### src/rtl/eppc_pkg.sv
// ============================================================================
// EAP packet parse/classify package
// Shared types and constants for the EAP header parser and its channels.
// ============================================================================
package eppc_pkg;

    // EAP code values.
    localparam logic [7:0] CODE_REQUEST  = 8'd1;
    localparam logic [7:0] CODE_RESPONSE = 8'd2;
    localparam logic [7:0] CODE_SUCCESS  = 8'd3;
    localparam logic [7:0] CODE_FAILURE  = 8'd4;

    // EAP type values.
    localparam logic [7:0] TYPE_IDENTITY = 8'd1;
    localparam logic [7:0] TYPE_MD5      = 8'd4;

    // Header geometry.
    localparam logic [15:0] HDR_LEN       = 16'd4;
    localparam logic [15:0] REQ_MIN_LEN   = 16'd5;
    localparam logic [15:0] CHAL_VAL_OFS  = 16'd6;
    localparam logic [15:0] CNT_MAX       = 16'hFFFF;

    // Byte offsets of the captured header fields.
    localparam logic [15:0] OFS_CODE      = 16'd0;
    localparam logic [15:0] OFS_IDENT     = 16'd1;
    localparam logic [15:0] OFS_LEN_HI    = 16'd2;
    localparam logic [15:0] OFS_LEN_LO    = 16'd3;
    localparam logic [15:0] OFS_TYPE      = 16'd4;
    localparam logic [15:0] OFS_VAL_SIZE  = 16'd5;

    // Event class of a finished packet.
    typedef enum logic [2:0] {
        EV_SUCCESS     = 3'd0,
        EV_FAILURE     = 3'd1,
        EV_IDENTITY    = 3'd2,
        EV_MD5_CHAL    = 3'd3,
        EV_UNSUPPORTED = 3'd4
    } t_event;

    // One input beat.
    typedef struct packed {
        logic [7:0] data_byte;
        logic       last_byte;
    } t_in_beat;

    // One result beat.
    typedef struct packed {
        logic        status;
        t_event      event_res;
        logic [7:0]  code;
        logic [7:0]  identifier;
        logic [15:0] packet_length;
        logic [7:0]  eap_type;
        logic        challenge_valid;
        logic [7:0]  challenge_length;
    } t_out_beat;

endpackage

### src/rtl/eppc_if.sv
// ============================================================================
// EAP parser stream channels
// Valid/ready channels carrying input byte beats and result beats.
// ============================================================================
interface eppc_in_if;
    import eppc_pkg::*;

    logic     valid;
    logic     ready;
    t_in_beat data;

    modport source (output valid, output data, input ready);
    modport sink   (input valid, input data, output ready);
endinterface

interface eppc_out_if;
    import eppc_pkg::*;

    logic      valid;
    logic      ready;
    t_out_beat data;

    modport source (output valid, output data, input ready);
    modport sink   (input valid, input data, output ready);
endinterface

### src/rtl/eap_packet_parse_classify_unit.sv
// A result is valid in the cycle after the beat that carries last_byte.
// Throughput: one byte beat per cycle; the result register is the only stall
// point, and input is held off only while a result waits and o_out.ready is low.
// Reset (i_rst_n low, synchronous) clears the byte count, the captured header
// fields and the result valid flag; the block is ready in the next cycle.
// ============================================================================
// EAP packet header parser and classifier
// Counts the bytes of a buffer, captures the header and gives one checked,
// classified result after the final byte.
// ============================================================================
module eap_packet_parse_classify_unit (
    input  logic        i_clk,
    input  logic        i_rst_n,
    eppc_in_if.sink     i_in,
    eppc_out_if.source  o_out
);
    import eppc_pkg::*;

    // Running state for the buffer in progress.
    logic [15:0] r_count;
    logic [15:0] r_len;
    logic [7:0]  r_code;
    logic [7:0]  r_ident;
    logic [7:0]  r_type;
    logic [7:0]  r_vsize;

    logic [15:0] n_count;
    logic [15:0] n_len;
    logic [7:0]  n_code;
    logic [7:0]  n_ident;
    logic [7:0]  n_type;
    logic [7:0]  n_vsize;

    // Result register.
    logic        r_out_valid;
    t_out_beat   r_out;
    t_out_beat   w_result;

    logic        w_fire;
    logic        w_last;
    logic        w_req_resp;
    logic        w_bad;
    logic [16:0] w_chal_need;
    logic        w_chal_ok;

    assign i_in.ready  = !r_out_valid || o_out.ready;
    assign w_fire      = i_in.valid && i_in.ready;
    assign w_last      = w_fire && i_in.data.last_byte;
    assign o_out.valid = r_out_valid;
    assign o_out.data  = r_out;

    // Capture the incoming byte at its header offset and advance the count.
    always_comb begin
        n_len   = r_len;
        n_code  = r_code;
        n_ident = r_ident;
        n_type  = r_type;
        n_vsize = r_vsize;
        case (r_count)
            OFS_CODE:     n_code  = i_in.data.data_byte;
            OFS_IDENT:    n_ident = i_in.data.data_byte;
            OFS_LEN_HI:   n_len   = {i_in.data.data_byte, r_len[7:0]};
            OFS_LEN_LO:   n_len   = {r_len[15:8], i_in.data.data_byte};
            OFS_TYPE:     n_type  = i_in.data.data_byte;
            OFS_VAL_SIZE: n_vsize = i_in.data.data_byte;
            default:      ;
        endcase
        n_count = (r_count == CNT_MAX) ? r_count : r_count + 16'd1;
    end

    // Check the header and classify the packet from the updated fields.
    always_comb begin
        w_req_resp  = (n_code == CODE_REQUEST) || (n_code == CODE_RESPONSE);
        w_bad       = (n_count < HDR_LEN) || (n_len < HDR_LEN) || (n_len > n_count) ||
                      (w_req_resp && (n_len < REQ_MIN_LEN));
        w_chal_need = {1'b0, CHAL_VAL_OFS} + {9'd0, n_vsize};
        w_chal_ok   = (n_code == CODE_REQUEST) && (n_type == TYPE_MD5) &&
                      (n_len > REQ_MIN_LEN) && (n_vsize != 8'd0) &&
                      ({1'b0, n_len} >= w_chal_need);

        w_result                  = '0;
        w_result.code             = n_code;
        w_result.identifier       = n_ident;
        w_result.packet_length    = n_len;
        w_result.event_res        = EV_UNSUPPORTED;
        if (w_bad) begin
            w_result.status = 1'b1;
        end else begin
            w_result.status = 1'b0;
            if (w_req_resp) begin
                w_result.eap_type = n_type;
            end
            if (n_code == CODE_SUCCESS) begin
                w_result.event_res = EV_SUCCESS;
            end else if (n_code == CODE_FAILURE) begin
                w_result.event_res = EV_FAILURE;
            end else if (n_code == CODE_REQUEST && n_type == TYPE_IDENTITY) begin
                w_result.event_res = EV_IDENTITY;
            end else if (n_code == CODE_REQUEST && n_type == TYPE_MD5) begin
                w_result.event_res = EV_MD5_CHAL;
            end
            if (w_chal_ok) begin
                w_result.challenge_valid  = 1'b1;
                w_result.challenge_length = n_vsize;
            end
        end
    end

    // Header state: updated on every byte beat, cleared after the final one.
    always_ff @(posedge i_clk) begin
        if (!i_rst_n || w_last) begin
            r_count <= '0;
            r_len   <= '0;
            r_code  <= '0;
            r_ident <= '0;
            r_type  <= '0;
            r_vsize <= '0;
        end else if (w_fire) begin
            r_count <= n_count;
            r_len   <= n_len;
            r_code  <= n_code;
            r_ident <= n_ident;
            r_type  <= n_type;
            r_vsize <= n_vsize;
        end
    end

    // Result valid flag.
    always_ff @(posedge i_clk) begin
        if (!i_rst_n) begin
            r_out_valid <= 1'b0;
        end else if (w_last) begin
            r_out_valid <= 1'b1;
        end else if (o_out.ready) begin
            r_out_valid <= 1'b0;
        end
    end

    // Result payload.
    always_ff @(posedge i_clk) begin
        if (w_last) begin
            r_out <= w_result;
        end
    end

    // A malformed packet never carries a type or challenge.
    a_bad_clean: assert property (@(posedge i_clk) disable iff (!i_rst_n)
        (r_out_valid && r_out.status) |->
            (r_out.event_res == EV_UNSUPPORTED && r_out.eap_type == 8'd0 &&
             r_out.challenge_valid == 1'b0 && r_out.challenge_length == 8'd0))
        else $error("malformed result carries type or challenge fields");

    // A valid challenge only comes with an MD5 request and a nonzero size.
    a_chal_md5: assert property (@(posedge i_clk) disable iff (!i_rst_n)
        (r_out_valid && r_out.challenge_valid) |->
            (r_out.event_res == EV_MD5_CHAL && r_out.challenge_length != 8'd0))
        else $error("challenge flagged outside an MD5 request");

    // A well-formed packet has a length of at least the header.
    a_good_len: assert property (@(posedge i_clk) disable iff (!i_rst_n)
        (r_out_valid && !r_out.status) |-> (r_out.packet_length >= HDR_LEN))
        else $error("well-formed result with a short length field");

    // The final beat produces a result and restarts the byte count.
    a_last_result: assert property (@(posedge i_clk) disable iff (!i_rst_n)
        w_last |=> (r_out_valid && r_count == 16'd0))
        else $error("final beat did not yield a result or clear the count");

endmodule
### src/flat_wrapper.sv
// flat-port wrapper written by rule: the top's interface ports become plain ports
module eap_packet_parse_classify_unit_flat import eppc_pkg::*;
  (i_clk, i_rst_n, i_in_valid, i_in_data, i_in_ready, o_out_valid, o_out_data, o_out_ready);
  eppc_in_if i_in_i ();
  eppc_out_if o_out_i ();
  input  logic i_clk;
  input  logic i_rst_n;
  input wire logic [$bits(i_in_i.valid)-1:0] i_in_valid;
  input wire logic [$bits(i_in_i.data)-1:0] i_in_data;
  output wire logic [$bits(i_in_i.ready)-1:0] i_in_ready;
  output wire logic [$bits(o_out_i.valid)-1:0] o_out_valid;
  output wire logic [$bits(o_out_i.data)-1:0] o_out_data;
  input wire logic [$bits(o_out_i.ready)-1:0] o_out_ready;
  assign i_in_i.valid = i_in_valid;
  assign i_in_i.data = i_in_data;
  assign i_in_ready = i_in_i.ready;
  assign o_out_valid = o_out_i.valid;
  assign o_out_data = o_out_i.data;
  assign o_out_i.ready = o_out_ready;
  eap_packet_parse_classify_unit u_core (.i_clk(i_clk), .i_rst_n(i_rst_n), .i_in(i_in_i), .o_out(o_out_i));
endmodule
### config.mk
export PLATFORM = sky130hd
export DESIGN_NAME = eap_packet_parse_classify_unit_flat
export DESIGN_NICKNAME = d
export VERILOG_FILES = /design/src/rtl/eppc_pkg.sv /design/src/rtl/eppc_if.sv /design/src/rtl/eap_packet_parse_classify_unit.sv /design/src/flat_wrapper.sv
export SDC_FILE = /design/constraint.sdc
export NUM_CORES = 1
export LEC_CHECK = 0
export BUFFER_PORTS_ARGS = -buffer_cell sky130_fd_sc_hd__buf_2
export CAP_MARGIN = 5
export CORE_MARGIN = 8
export CORE_UTILIZATION = 40
export CTS_BUF_LIST = sky130_fd_sc_hd__clkbuf_4 sky130_fd_sc_hd__clkbuf_8
export CTS_CLUSTER_DIAMETER = 80
export DETAILED_ROUTE_END_ITERATION = 6
export GPL_TIMING_DRIVEN = 1
export MAX_ROUTING_LAYER = met4
export PLACE_DENSITY = 0.58
export SLEW_MARGIN = 20
export SYNTH_ARGS = -nofsm -noshare
export SYNTH_HDL_FRONTEND = slang
export SYNTH_SLANG_ARGS = --single-unit
### constraint.sdc
create_clock -name i_clk -period 6.47 [get_ports i_clk]
set_clock_uncertainty 0.1 [all_clocks]
set_input_delay 1.294 -clock i_clk [delete_from_list [all_inputs] [get_ports i_clk]]
set_output_delay 1.294 -clock i_clk [all_outputs]
set_load 0.005 [all_outputs]
# ---- Word level (Yosys, flattened, before mapping)
# Cells that the tools add are included.
dict set report op_classes {
  n_addsub 2
  n_lt_le_gt_ge 6
  eq_ne 12
  muxes 14
  bitwise 2
  n_reduce_logical 23
}
# operator n
set ops {}
lappend ops {{$lt 16x3->1 const B} 3}
lappend ops {{$eq 16x2->1 const B} 2}
lappend ops {{$eq 16x3->1 const B} 2}
lappend ops {{$mux 8} 4}
lappend ops {{$pmux 16 s2} 1}
lappend ops {{$ge 16x17->1} 1}
lappend ops {{$add 16x1->16 const B} 1}
lappend ops {{$eq 16x1->1 const B} 1}
lappend ops {{$eq 16x16->1 const B} 1}
lappend ops {{$eq 8x1->1 const B} 2}
lappend ops {{$eq 8x2->1 const B} 2}
lappend ops {{$eq 8x3->1 const B} 2}
lappend ops {{$gt 16x16->1} 1}
lappend ops {{$gt 16x3->1 const B} 1}
lappend ops {{$logic_not 16->1} 1}
lappend ops {{$mux 16} 1}
lappend ops {{$mux 3} 4}
lappend ops {{$add 3x8->9 const A} 1}
lappend ops {{$mux 9} 1}
lappend ops {{$logic_and 1x1->1} 8}
lappend ops {{$reduce_bool 8->1} 1}
lappend ops {{$logic_or 1x1->1} 6}
lappend ops {{$reduce_or 2->1} 3}
lappend ops {{$mux 1} 3}
lappend ops {{4 further kinds} 6}
dict set report word_totals {
  ff_bits 118
  input_bits 13
  output_inout_bits 55
  word_cells 76
}

# ---- Longest topological paths before layout
# Gate-level depths: netlist of run 1.
dict set report depth {
  ltp_word 9
  ltp_mapped 16
  mapped_depth_nobuf 16
}

# ---- Worst setup path before layout of run 1
# Ideal clock, no wire load.
dict set report synth_path {
  path_type {reg-to-reg}
  startpoint {register u_core.r_count[0]}
  endpoint {register u_core.r_out, in the netlist u_core.o_out.data[7] (data pin)}
  setup_ns 0.203
  arrival_time_ns 3.781
  required_ns 6.167
  setup_slack_ns 2.387
  path_stages_with_launch 16
  path_buffers 0
  synth_period_minus_slack_ns 4.083
  path_cell_list {dfxtp_1 -> ha_1 -> or4bb_1 -> nor4_2 -> mux2_2 -> nor2_2 -> nand2_1 -> xor2_1 -> mux2_2 -> ha_1 -> o21a_1 -> o21a_1 -> o21ai_0 -> o211ai_1 -> nand4b_4 -> a2111oi_1}
}
dict set report synth_between {
  elab_chain_len 9
  word_cells_on_any_way 34
  classes_between {add/sub: 2; order compare: 6; eq/ne: 8; mux: 5; bitwise: 1; reduce/logical: 12}
}
# item line_no
set synth_rtl {}
lappend synth_rtl {{start: declaration} eap_packet_parse_classify_unit.sv:20} ;# logic [15:0] r_count;
lappend synth_rtl {{start signal: assignment} eap_packet_parse_classify_unit.sv:119} ;# r_count <= n_count;
lappend synth_rtl {{parallel branches: the longest is 9 deep, another holds $ge 16x17->1} n/a}
lappend synth_rtl {{end signal: assignment} eap_packet_parse_classify_unit.sv:142} ;# r_out <= w_result;
lappend synth_rtl {{end: declaration} eap_packet_parse_classify_unit.sv:36} ;# t_out_beat r_out;
# Parallel ways; which one is timed is not known.
# A chain may end at the register's enable or synchronous reset.

# ---- Worst setup path after layout of run 1
# Same ends and word-level chain as after synthesis.

==> flow_summary.json, run 1 <==
{
  "core_area_sq_mm": 0.0163,
  "hpwl_mm": 12.4,
  "crit_path_cell_trace": "ha_1 -> nand3_1 -> nor4_1 -> nor2_1 -> nand2_1 -> xnor2_1 -> ha_1 -> a21oi_1 -> o21ai_0 -> a221oi_1 -> o2bb2ai_1 -> o211ai_4 -> a2111oi_1",
  "post_cts_resized": 0,
  "max_cap_violations": 0,
  "placed_area_sq_mm": 0.00703,
  "hold_buffers": 0,
  "numCtsBuffers": 17,
  "drt_iter0_markers": 386,
  "reg2reg_from": "u_core.r_count[0]",
  "powerDensity_mw_per_mm2": 238,
  "ys_types": 68,
  "first_pass_iters": 5,
  "wl_per_cell_um": 18.2,
  "n_antenna_cell": 0,
  "final_common_cell": "nand2_1",
  "clk_latency_ps": 450,
  "antenna_found_initial": 0,
  "die-area_sq_mm": 0.0208,
  "ys_seq_area_frac": 0.440,
  "ys_top_cells_by_area": "edfxtp_1, dfxtp_1, nand2_1",
  "yosysTopAreaCell": "edfxtp_1",
  "max_stage_delay_ps": 870,
  "clock-sinks": 118,
  "cts_max_path_buffers": 2,
  "hold_violations": 0,
  "power_switching_uw": 517,
  "comb_power_share": 0.144,
  "postSynthCellCount": 726,
  "r2r-end": "u_core.o_out.data[7]",
  "synthFlopType": "dfxtp_1",
  "status": "complete, no violations",
  "crit_required_ps": 6590,
  "clock.fmax_mhz": 210,
  "hold_slack_ps": 353,
  "yosysWarnings": 0,
  "crit_type": "register to register",
  "avgViaCountPerCell": 5.57,
  "path_delay_family": "compound AO/OA/AOI/OAI gates",
  "fin_tns_setup_ps": 0,
  "rows": 47,
  "hold_end": "u_core.r_ident[1]",
  "regToRegSetupSlack_ps": 1700,
  "drc": 0,
  "htree_levels": 4,
  "synthToLayoutAreaGrowth_pct": 13.0,
  "fillers": 1619,
  "setup_viol": 0,
  "yosys.area.top_type_share": 0.242,
  "drive_gt1_frac": 0.171,
  "layout.nets": 811,
  "cts_root_buf": "clkbuf_8",
  "synth_edf_count": 53,
  "num_io_pins": 68,
  "drv_slew": 0,
  "worstHoldPathType": "register to register",
  "post_cts_buffers": 0,
  "rsz0062_at_grt": "no",
  "syn_nets": 768,
  "cp_max_fo": 21,
  "die_w_um": 144,
  "synth-seq-cells": 118,
  "fin_crit_sh": 0.737,
  "min_from": "u_core.r_ident[1]",
  "slowest_stage": "nor4_1",
  "final_cell_mix": "nand2_1, nor2_1, buf_2",
  "synth_area_sq_mm": 0.00658,
  "grt_max_degree": 65,
  "startpoint": "u_core.r_count[0]",
  "die_y_um": 144,
  "gp_congestion": 0.930,
  "critical_path_arrival_ps": 4890,
  "critPathBufInv": 0,
  "io_buffers": 67,
  "grt.overflow.total": 0,
  "final_cell_area_sq_mm": 0.00744,
  "ant_nets": 0,
  "routed_wl_mm": 18.2,
  "power_mw": 1.77,
  "fin_crit_ps": 4770,
  "synthArstFlopShare": 0,
  "grt_pass1_vias": 5313,
  "avgSynthCellArea_sq_um": 9.07,
  "cts_tree": "done",
  "p_seq_frac": 0.468,
  "track_usage": 0.185,
  "clkPwrFrac": 0.387,
  "hold_depth": 2,
  "initial_core_util": 0.403,
  "rr_worst_depth": 13,
  "maxSlewHeadroom": 0.381,
  "peakVddDrop_uv": 110,
  "cpMostUsedCell": "ha_1",
  "via_count": 5585,
  "p_sw_frac": 0.293,
  "clkTransAtPathRegs_ps": 80,
  "worst_pin_slew_ps": 902,
  "grt_pass1_wl_mm": 28.9,
  "power_leakage_nw": 2.76,
  "critPathLaunchType": "register",
  "p_int_mw": 1.25,
  "crit_path_end_kind": "register"
}
==> how the worst max path moves through the flow <==
stage | to | cells after the start | slack, ps
2_1_floorplan | u_core.o_out.data[7] | 15 | 2390
3_3_place_gp | u_core.o_out.data[7] | 13 | 1650
3_5_place_dp | u_core.o_out.data[7] | 13 | 1500
4_1_cts | u_core.o_out.data[7] | 13 | 1480
5_1_grt | u_core.o_out.data[7] | 13 | 1120
6_report | u_core.o_out.data[7] | 13 | 1700
==> layer usage <==
layer,part of all wire,global-route usage
met4,0.019,0.0624
met2,0.47,0.301
met3,0.053,0.0390
met5,0,-
met1,0.45,0.224
==> power by group through the flow <==
stage	combinational, mW	sequential (mW)	clock (mW)
after CTS	0.253	0.827	0.702
after detailed placement	0.253	0.844	0
after floorplan	0.173	0.843	0
after global placement	0.247	0.843	0
final	0.255	0.827	0.685
after global routing	0.284	0.831	0.734
==> synth_stat cells (18+ instances only) <==
master,n
nor4_1,20
clkbuf_1,40
nand3_1,18
xnor2_1,19
nand2_1,124
dfxtp_1,65
nor3_1,35
ha_1,29
a21oi_1,49
mux2i_1,20
nor2_1,69
edfxtp_1,53
==> layout make-up <==
class                   count  area [sq um]  share of cell area
multi-input cells         548          3450               0.464
flip-flops and latches    118          2890               0.389
inverters                  12          46.3             0.00622
well taps                 220           275              0.0370
clock buffers              17           234              0.0315
repair buffers             72           373              0.0501
clock inverters            15           168              0.0225
==> worst reg2reg max path: cells and delay by family (launching register included) <==
kind	cells	cell delay, ps
flops	1	480
compound gates	6	1560
xor+xnor	1	120
simple gates	4	1540
fa+ha+maj	2	770
==> cells by family after synthesis <==
kind of cell,synth area share
AOI/OAI and AO/OA,0.127
xor gates and xnor gates,0.0413
adders and majority gates,0.0551
buffers and inverters,0.0380
DFF,0.440
muxes,0.0458
and+or+nand+nor,0.253
==> registers in the layout, summed over array words and instances, names as in the netlist <==
name and cells:
u_core.r_count 16, u_core.o_out.data 53, u_core.r_len 16, u_core.r_vsize 8, u_core.r_ident 8, u_core.r_code 8, u_core.o_out.valid 1, u_core.r_type 8
==> through the flow <==
| stage | cells | worst slack [ps] | util |
|---|---|---|---|
| finish | 1002 | 1700 | 0.455 |
| global route | 1002 | 1120 | 0.455 |
| CTS | 1002 | 1480 | 0.454 |
| detailed placement | 970 | 1500 | 0.430 |
| global placement | 970 | 1650 | 0.430 |
| floorplan | 726 | 2390 | - |
Power figures use the tool's default switching activity.
==> run 2: changes to the inputs <==
Settings changed: PLACE_DENSITY 0.58 to 0.6.
Clock period 6.47 ns to 3.85 ns, I/O delays scaled along.
==> run 2 against run 1 <==
Die area stayed put; the run now ends with setup timing left; count of clock-buffer cells in the layout is 4 higher; sequential power is 68% higher; total power up 81%; via count increased by 8.2%; register-to-register slack got worse by 1800 ps; global-route usage rose by 1.5 points.
==> flow_summary.json, run 2 (synthesized netlist as in run 1, its figures left out) <==
{
  "grt.overflow.total": 0,
  "core_area_sq_mm": 0.0163,
  "clkTransAtPathRegs_ps": 70,
  "htree_levels": 4,
  "rows": 47,
  "crit_type": "register to register",
  "fin_crit_sh": 1.03,
  "max_cap_violations": 0,
  "die_w_um": 144,
  "drv_slew": 0,
  "die_y_um": 144,
  "avgViaCountPerCell": 5.50,
  "cts_max_path_buffers": 2,
  "critPathLaunchType": "register",
  "hold_violations": 0,
  "gp_congestion": 0.925,
  "final_cell_mix": "nand2_1, buf_4, nor2_1",
  "maxSlewHeadroom": 0.389,
  "drc": 0,
  "hpwl_mm": 14.0,
  "first_pass_iters": 5,
  "power_leakage_nw": 3.33,
  "rsz0062_at_grt": "yes",
  "antenna_found_initial": 0,
  "largest_reg_flops": 53,
  "cp_max_fo": 4,
  "initial_core_util": 0.403,
  "ant_nets": 0,
  "synthToLayoutAreaGrowth_pct": 28.5,
  "layout.nets": 908,
  "clk_latency_ps": 450,
  "utilization": 0.517,
  "crit_path_cell_trace": "inv_2 -> ha_4 -> or4bb_4 -> nor4_4 -> buf_4 -> mux2_4 -> nor2_4 -> nand2_2 -> xor2_1 -> mux2_4 -> ha_4 -> o21a_1 -> o21a_1 -> o21ai_1 -> o211ai_1 -> nand4b_4 -> buf_12 -> a2111oi_4",
  "worst_pin_slew_ps": 917,
  "grt_max_degree": 54,
  "status": "complete, but fails checks",
  "setup_viol": 9,
  "die-area_sq_mm": 0.0208,
  "cts_tree": "done",
  "grt_pass1_wl_mm": 31.3,
  "via_count": 6043,
  "grt_pass1_vias": 5933,
  "num_io_pins": 68,
  "critical_path_arrival_ps": 4110,
  "slowest_stage": "or4bb_4",
  "layout_setup_ws_ps": -98.8,
  "fillers": 1538,
  "clock.fmax_mhz": 253,
  "violations": "setup timing",
  "io_buffers": 67,
  "track_usage": 0.199,
  "peakVddDrop_uv": 211,
  "cts_root_buf": "clkbuf_8",
  "final_common_cell": "nand2_1",
  "powerDensity_mw_per_mm2": 379,
  "fin_crit_ps": 3950,
  "drt_iter0_markers": 492,
  "crit_path_end_kind": "register",
  "routed_wl_mm": 19.7,
  "worstHoldPathType": "register to register",
  "clock-sinks": 118,
  "wl_per_cell_um": 17.9,
  "max_stage_delay_ps": 460,
  "crit_required_ps": 4010,
  "hold_slack_ps": 354,
  "drive_gt1_frac": 0.298,
  "numCtsBuffers": 17,
  "n_antenna_cell": 0
}
-- run 2: changes by cell type in the layout (fill, tap and decap cells not counted), moves of 3 or more --
cell      delta
mux2i_1      -4
dfxtp_1      -3
mux2i_2      +4
ha_1         -3
buf_6        +4
nor4_2       +5
buf_4       +90
nor4_1       -7
clkinv_4     -4
inv_6        -3
-- run 2: stage by stage --
stage / setup WS, ps / area, sq um / power [mW] / cells / setup TNS [ps]
2_1_floorplan: 7.93 / 6610 / 1.71 / 726 / 0
3_3_place_gp: 10.1 / 7690 / 1.90 / 1053 / 0
3_5_place_dp: -81.9 / 7690 / 1.91 / 1053 / -595
4_1_cts: -89.0 / 8280 / 3.21 / 1092 / -536
5_1_grt: -235 / 8460 / 3.35 / 1099 / -1650
6_report: -98.8 / 8460 / 3.21 / 1099 / -573
-- run 2: what timing repair did --
item / in CTS / in global routing
setup buffers: 6 / 7
hold buffers: 0 / 0
gates resized for setup: 12 / 30
setup endpoints to repair: 9 / 21
gates cloned: 1 / 0
pin swaps: 5 / 9
-- run 2: path summary, 6_finish.rpt --
path | start | end | slack (ps) | cells past startpoint
max | u_core.r_count[1] | u_core.o_out.data[3] | -100 | 18
min reg2reg | u_core.r_ident[2] | u_core.r_ident[2] | 350 | 2
max reg2reg | u_core.r_count[1] | u_core.o_out.data[3] | -100 | 18
min | u_core.r_ident[2] | u_core.r_ident[2] | 350 | 2
-- run 2: area by class of cell --
class | instances | area (sq um) | area share
Inverter | 12 | 46.3 | 0.00547
Sequential cell | 118 | 2900 | 0.343
Clock buffer | 21 | 277 | 0.0327
Multi-Input combinational cell | 549 | 3650 | 0.432
Tap cell | 220 | 275 | 0.0325
Timing Repair Buffer | 168 | 1130 | 0.134
Clock inverter | 11 | 171 | 0.0203
-- run 2: where the power goes --
group | internal, mW | leakage, nW | total, mW | switching [mW]
registers | 1.36 | 1.04 | 1.39 | 0.0278
logic | 0.222 | 2.07 | 0.533 | 0.311
clock network | 0.757 | 0.224 | 1.28 | 0.526
total | 2.34 | 3.33 | 3.21 | 0.865
-- run 2: routing by layer --
metal | vias up | share of wire | global-route usage
met5 | - | 0 | -
met4 | 0 | 0.028 | 0.0865
met3 | 45 | 0.055 | 0.0416
met2 | 167 | 0.48 | 0.323
met1 | 2919 | 0.44 | 0.237
li1 | 2912 | - | -
-- run 2: critical path: cells and delay by family, from the launching register on --
kind            cells  cell delay, ps
simple gates        5            1120
compound gates      5             660
mux                 2             610
buf+inv             3             420
fa+ha+maj           2             380
flops               1             340
xor+xnor            1             140
==> run 3: changes to the inputs <==
Settings changed: CORE_UTILIZATION 40 to 55, PLACE_DENSITY 0.6 to 0.78.
==> run 3 against run 2 <==
The run still ends with setup timing left; sequential share of layout area is 0.85 points higher; first-iteration DRC count rose by 0.61%; cell count down 7.7%; count of clock-buffer cells in the layout grew 1; via count is 1.5% higher; critical path type unchanged; setup slack better by 64 ps; critical path depth decreased by 5; non-clock buffer count is 12 lower.
==> flow_summary.json, run 3 (synthesized netlist as in run 1, its figures left out) <==
{
  "fin_crit_ps": 3880,
  "fin_crit_sh": 1.01,
  "synthToLayoutAreaGrowth_pct": 25.3,
  "drc": 0,
  "p_sw_frac": 0.278,
  "avgViaCountPerCell": 6.05,
  "drv_slew": 0,
  "hold_violations": 0,
  "hold_slack_ps": 355,
  "clk_latency_ps": 440,
  "worst_pin_slew_ps": 949,
  "grt_pass1_wl_mm": 30.6,
  "num_io_pins": 68,
  "io_buffers": 67,
  "maxSlewHeadroom": 0.367,
  "clock-sinks": 118,
  "dp_cells": 970,
  "p_seq_frac": 0.452,
  "hold_depth": 2,
  "critical_path_arrival_ps": 4050,
  "violations": "setup timing",
  "grt.overflow.total": 0,
  "setup_viol": 1,
  "rows": 40,
  "die_w_um": 125,
  "drive_gt1_frac": 0.291,
  "cts_max_path_buffers": 2,
  "peakVddDrop_uv": 193,
  "comb_power_share": 0.170,
  "cts_root_buf": "clkbuf_8",
  "track_usage": 0.249,
  "die-area_sq_mm": 0.0157,
  "min_from": "u_core.r_ident[2]",
  "largest_reg_flops": 53,
  "clkTransAtPathRegs_ps": 70,
  "final_cells": 1014,
  "power_leakage_nw": 3.25,
  "power_switching_uw": 857,
  "crit_type": "register to register",
  "via_count": 6135,
  "first_pass_iters": 7,
  "rr_worst_depth": 13,
  "cpMostUsedCell": "o21a_1",
  "cp_max_fo": 7,
  "grt_max_degree": 54,
  "n_antenna_cell": 0,
  "crit_path_end_kind": "register",
  "clkPwrFrac": 0.378,
  "routed_wl_mm": 19.2,
  "max_cap_violations": 0,
  "reg2reg_from": "u_core.r_count[7]",
  "slowest_stage": "or4_4",
  "core_area_sq_mm": 0.0119,
  "p_int_mw": 2.22,
  "final_cell_mix": "nand2_1, buf_4, nor2_1",
  "crit_path_cell_trace": "or4_4 -> nor4_1 -> and2_1 -> nand2_1 -> mux2_4 -> ha_4 -> o21a_1 -> o21a_1 -> o21ai_1 -> o211ai_1 -> buf_4 -> nand4b_4 -> a2111oi_4",
  "grt_pass1_vias": 6002,
  "dp_slack_ps": -128,
  "power_mw": 3.08,
  "max_stage_delay_ps": 600,
  "critPathLaunchType": "register",
  "htree_levels": 4,
  "ant_nets": 0,
  "status": "complete, but fails checks",
  "utilization": 0.695,
  "crit_required_ps": 4020,
  "hold_buffers": 0,
  "layout.nets": 896,
  "worstHoldPathType": "register to register",
  "layout_setup_ws_ps": -34.7,
  "cts_tree": "done",
  "clock.fmax_mhz": 257,
  "rsz0062_at_grt": "yes",
  "startpoint": "u_core.r_count[7]",
  "wl_per_cell_um": 18.9,
  "powerDensity_mw_per_mm2": 373,
  "drt_iter0_markers": 495,
  "numCtsBuffers": 17,
  "gp_congestion": 0.976,
  "die_y_um": 125,
  "final_common_cell": "nand2_1",
  "initial_core_util": 0.555,
  "antenna_found_initial": 0,
  "hpwl_mm": 13.5
}
run 3: cell type report:
type	count	area (sq um)
Inverter	12	46.3
Timing Repair Buffer	156	1040
Multi-Input combinational cell	549	3670
Clock inverter	10	121
Clock buffer	22	290
Sequential cell	118	2900
Fill cell	867	3610
Tap cell	147	184
run 3: worst paths after layout:
check                                            end  slack [ps]
worst max-delay path            u_core.o_out.data[3]         -30
worst min-delay path               u_core.r_ident[2]         360
worst max register to register  u_core.o_out.data[3]         -30
worst min register to register     u_core.r_ident[2]         360
run 3: worst max-delay path, delay by kind of cell (launching register included):
family,cells,cell delay (ps)
simple gates,5,1760
buf+inv,1,210
flops,1,330
fa+ha+maj,1,260
compound gates,5,670
mux,1,370
run 3: power by group through the flow:
stage | Combinational, mW | Clock [mW] | Sequential, mW
finish | 0.523 | 1.16 | 1.39
global route | 0.568 | 1.23 | 1.40
CTS | 0.493 | 1.18 | 1.39
detailed placement | 0.488 | 0 | 1.42
global placement | 0.469 | 0 | 1.41
floorplan | 0.292 | 0 | 1.42
run 3: routing by layer:
metal	routed length, um	track usage	vias to the layer above
li1	-	-	2892
met1	7620	0.278	2932
met2	9540	0.407	253
met3	1450	0.0663	58
met4	607	0.119	0
met5	0	-	-
run 3: repair_timing:
action,4_1_cts,5_1_grt
resized for setup,6,36
endpoints found under the setup margin,10,20
gates cloned,0,1
pin swaps,2,6
setup buffers,1,10
run 3: stage by stage:
step           instance area, sq um  TNS (ps)
6_report                       8250     -34.7
5_1_grt                        8250     -1190
4_1_cts                        7980         0
3_5_place_dp                   7540      -854
3_3_place_gp                   7540         0
2_1_floorplan                  6610         0
